## src/hdl/lgs_pkg.sv

```systemverilog
// shared constants, codes and item types for the life generation step block
// no dependencies; imported by every module of the block
package lgs_pkg;

    localparam int GRID_COLS = 128;
    localparam int GRID_ROWS = 128;
    localparam int COL_W     = $clog2(GRID_COLS);
    localparam int ROW_W     = $clog2(GRID_ROWS);

    localparam int CMD_W   = 2;
    localparam int COORD_W = 7;
    localparam int GEN_W   = 32;

    localparam logic [CMD_W-1:0] CMD_WRITE = 2'd0;
    localparam logic [CMD_W-1:0] CMD_READ  = 2'd1;
    localparam logic [CMD_W-1:0] CMD_STEP  = 2'd2;
    localparam logic [CMD_W-1:0] CMD_CLEAR = 2'd3;

    typedef logic [GRID_COLS-1:0] t_row;

    typedef struct packed {
        logic [CMD_W-1:0]   cmd;
        logic [COORD_W-1:0] col;
        logic [COORD_W-1:0] row;
        logic               cell_in;
    } t_in_item;

    typedef struct packed {
        logic             cell_out;
        logic [GEN_W-1:0] generation;
        logic             coord_error;
    } t_out_item;

    // one access to the row memory
    typedef struct packed {
        logic             rd_en;
        logic [ROW_W-1:0] rd_addr;
        logic             wr_en;
        logic [ROW_W-1:0] wr_addr;
        t_row             wr_data;
        logic             clr;
    } t_mem_req;

endpackage

```

## src/hdl/lgs_next_row.sv

```systemverilog
// b3/s23 rule applied to a whole row at once from the old rows around it
// cells beyond the left and right edge count as dead; uses lgs_pkg
module lgs_next_row
    import lgs_pkg::*;
(
    input  t_row i_above,
    input  t_row i_cur,
    input  t_row i_below,
    output t_row o_next
);

    localparam logic [3:0] BIRTH_CNT   = 4'd3;
    localparam logic [3:0] SURVIVE_CNT = 4'd2;

    logic [GRID_COLS+1:0] a_ext;
    logic [GRID_COLS+1:0] c_ext;
    logic [GRID_COLS+1:0] b_ext;
    logic [3:0]           cnt;

    always_comb begin
        a_ext = {1'b0, i_above, 1'b0};
        c_ext = {1'b0, i_cur, 1'b0};
        b_ext = {1'b0, i_below, 1'b0};
        cnt   = '0;
        o_next = '0;
        // lane x sits at x+1 in the padded vectors
        for (int x = 0; x < GRID_COLS; x++) begin
            cnt = {3'b0, a_ext[x]} + {3'b0, a_ext[x+1]} + {3'b0, a_ext[x+2]}
                + {3'b0, c_ext[x]}                      + {3'b0, c_ext[x+2]}
                + {3'b0, b_ext[x]} + {3'b0, b_ext[x+1]} + {3'b0, b_ext[x+2]};
            o_next[x] = (cnt == BIRTH_CNT) || (i_cur[x] && cnt == SURVIVE_CNT);
        end
    end

endmodule

```

## config.mk

```make
export PLATFORM = sky130hd
export DESIGN_NAME = lgs_next_row
export DESIGN_NICKNAME = d
export VERILOG_FILES = /design/src/hdl/lgs_pkg.sv /design/src/hdl/lgs_next_row.sv
export SDC_FILE = /design/constraint.sdc
export NUM_CORES = 1
export LEC_CHECK = 0
export ABC_AREA = 0
export ABC_CLOCK_PERIOD_IN_PS = 8400
export BUFFER_PORTS_ARGS = -buffer_cell sky130_fd_sc_hd__clkbuf_2
export CORE_MARGIN = 1
export CORE_UTILIZATION = 50
export DETAILED_ROUTE_END_ITERATION = 10
export PLACE_DENSITY = 0.77
export SLEW_MARGIN = 30
export SYNTH_ARGS = -nofsm -noshare
export SYNTH_HDL_FRONTEND = slang
export SYNTH_SLANG_ARGS = --single-unit
```

## constraint.sdc

```tcl
create_clock -name vclk -period 8.4
set_input_delay 0.84 -clock vclk [all_inputs]
set_output_delay 0.84 -clock vclk [all_outputs]
set_load 0.05 [all_outputs]
```

==> results.yml <==
status:
  status: "finished clean"
setup_path:
  cp-end-kind: "primary output"
  cp.arrival_ns: 4.06
  crit_type: "input pin to primary output"
  crit_required_ns: 7.56
  critPathMaxFanout: 2
  worstSetupStartpointType: "input pin"
detailed_routing:
  vias: 17200
  drc: 0
  wl_mm: 50.8
  dr.pass1.iters: 5
  wl_per_cell_um: 14.5
  viasPerCell: 4.89
  ant_nets: 0
  first_iter_violations: 436
min_path:
  whs_path_depth: 4
  min_to: "o_next[127]"
  hp-class: "input pin to primary output"
  hold_start: "i_cur[127]"
grt:
  grt_pass1_wl_mm: 87.2
  antenna_found_initial: 10
  grt_pass1_vias: 19500
  grt-ovfl-total: 0
  grt_max_degree: 4
  groute.usage.overall_pct: 24.1
cells_and_area:
  layout-drive-gt1-share_pct: 17.5
  fin_util_pct: 58.8
  regArea_um2: 0
  nets: 4199
  clock_buffers: 0
  area_delta_synth_final_pct: 15.3
  fillers: 3620
  seq_cell_count: 0
  fin_area_mm2: 0.0249
  stdcell_count: 3509
timing:
  fmax_mhz: 204
  grt_setup_unrepaired: "false"
  finalHoldViolCount: 0
  worst_pin_slew_ns: 0.402
  finalCriticalPeriod_ns: 4.90
  final_max_slew_viol_count: 0
  whs_ns: 2.13
  finalCritPeriodShare_pct: 58.3
  setup_viol: 0
  fin_tns_setup_ns: 0
  finalWorstSetupSlack_ns: 3.50
  slew_headroom_pct: 73.2
placed_design:
  dp.cells: 3502
  place_area_mm2: 0.0249
  gp_congestion: 0.934
  place_hpwl_mm: 49.9
  pre_cts_slack_ns: 3.49
  port_buffers: 512
cts:
  ctsHoldBuffers: 0
  cts_setup_buffers: 0
  cts_resized: 0
die:
  row_count: 75
  fp.dieArea_mm2: 0.0440
  initial_core_util_pct: 51.0
  coreArea_mm2: 0.0423
  die_x_um: 210
  dieHeight_um: 210
  io_pins: 512
job:
  cap_violations: 0
power_and_ir_drop:
  powerDensity_mw_per_mm2: 155
  leakagePower_nw: 14.6
  power_mw: 3.86
  vdd_drop_max_mv: 0.131
synthesis:
  synth.most_common_cell: "inv_1"
  synth_top_cell_area_share_pct: 47.1
  synthesis.area_mm2: 0.0216
  synth.avg_cell_area_um2: 8.95
  synth_cells: 2413
  synth_nets: 3685
  ys_types: 14
  yosysWarnings: 0
  yosysTopAreaCell: "fa_1"
  synth-seq-area-share_pct: 0
  ys_top_cells_by_area: "fa_1 47%, ha_1 22%, inv_1 15%"
  netlist_top_cells_count: "890 x inv_1, 508 x fa_1, 380 x ha_1"
where the power goes:
part           switching (mW)  internal, mW    total, mW
Clock                       0   0.000000112  0.000000112
Combinational            2.51          1.34         3.86
Sequential                  0             0            0
placed cells by master, fill, tap and decap left out:
cell type  synthesis  final
a21oi_1          250    250
a31oi_1            1      1
clkbuf_2           0    512
diode_2            0      7
fa_1             508    508
ha_1             380    380
inv_1            890    890
nand2_1            1      1
nand3_1          125    125
nor2_1             4      4
nor2b_1            1      1
nor3_1             1      1
nor3b_1            2      2
o21ai_0          125    125
or2_0             42     42
or2_1             83     83
per-layer routing:
| metal | share of wire, % | GRT usage [%] | vias to the layer above |
|---|---|---|---|
| met5 | 0.083 | 0 | - |
| met4 | 3.3 | 6.70 | 6 |
| met3 | 8.8 | 6.87 | 89 |
| met2 | 51 | 45.0 | 439 |
| met1 | 37 | 26.4 | 8322 |
| li1 | - | - | 8307 |
worst max-delay path, stage by stage:
cell and delay, ns:
clkbuf_2 0.10, inv_1 0.09, fa_1 0.56, fa_1 0.43, fa_1 0.49, inv_1 0.04, ha_1 0.20, fa_1 0.39
or2_1 0.22, a21oi_1 0.34, clkbuf_2 0.36
cells by family after synthesis:
| family | synth area share [%] |
|---|---|
| AO/OA/AOI/OAI | 8.72 |
| buffers and inverters | 15.5 |
| AND/OR/NAND/NOR | 6.72 |
| adder cells (fa/ha/maj) | 69.1 |
layout make-up:
class                           count  area [um^2]  share of cell area, %
Inverter                          890         3340                   13.4
Antenna cell                        7         17.5                 0.0703
Timing Repair Buffer              512         2560                   10.3
Tap cell                          577          722                   2.90
Multi-Input combinational cell   1523        18300                   73.3
worst max path at each step:
stage	cells after the start	end	startpoint	slack [ns]
final	11	o_next[32]	i_above[31]	3.50
after global routing	11	o_next[32]	i_above[31]	3.44
after CTS	11	o_next[32]	i_above[31]	3.49
after detailed placement	11	o_next[32]	i_above[31]	3.49
after global placement	11	o_next[32]	i_above[31]	3.52
after floorplan	9	o_next[14]	i_above[13]	3.61
No activity file was read; power rests on OpenSTA's default activity.
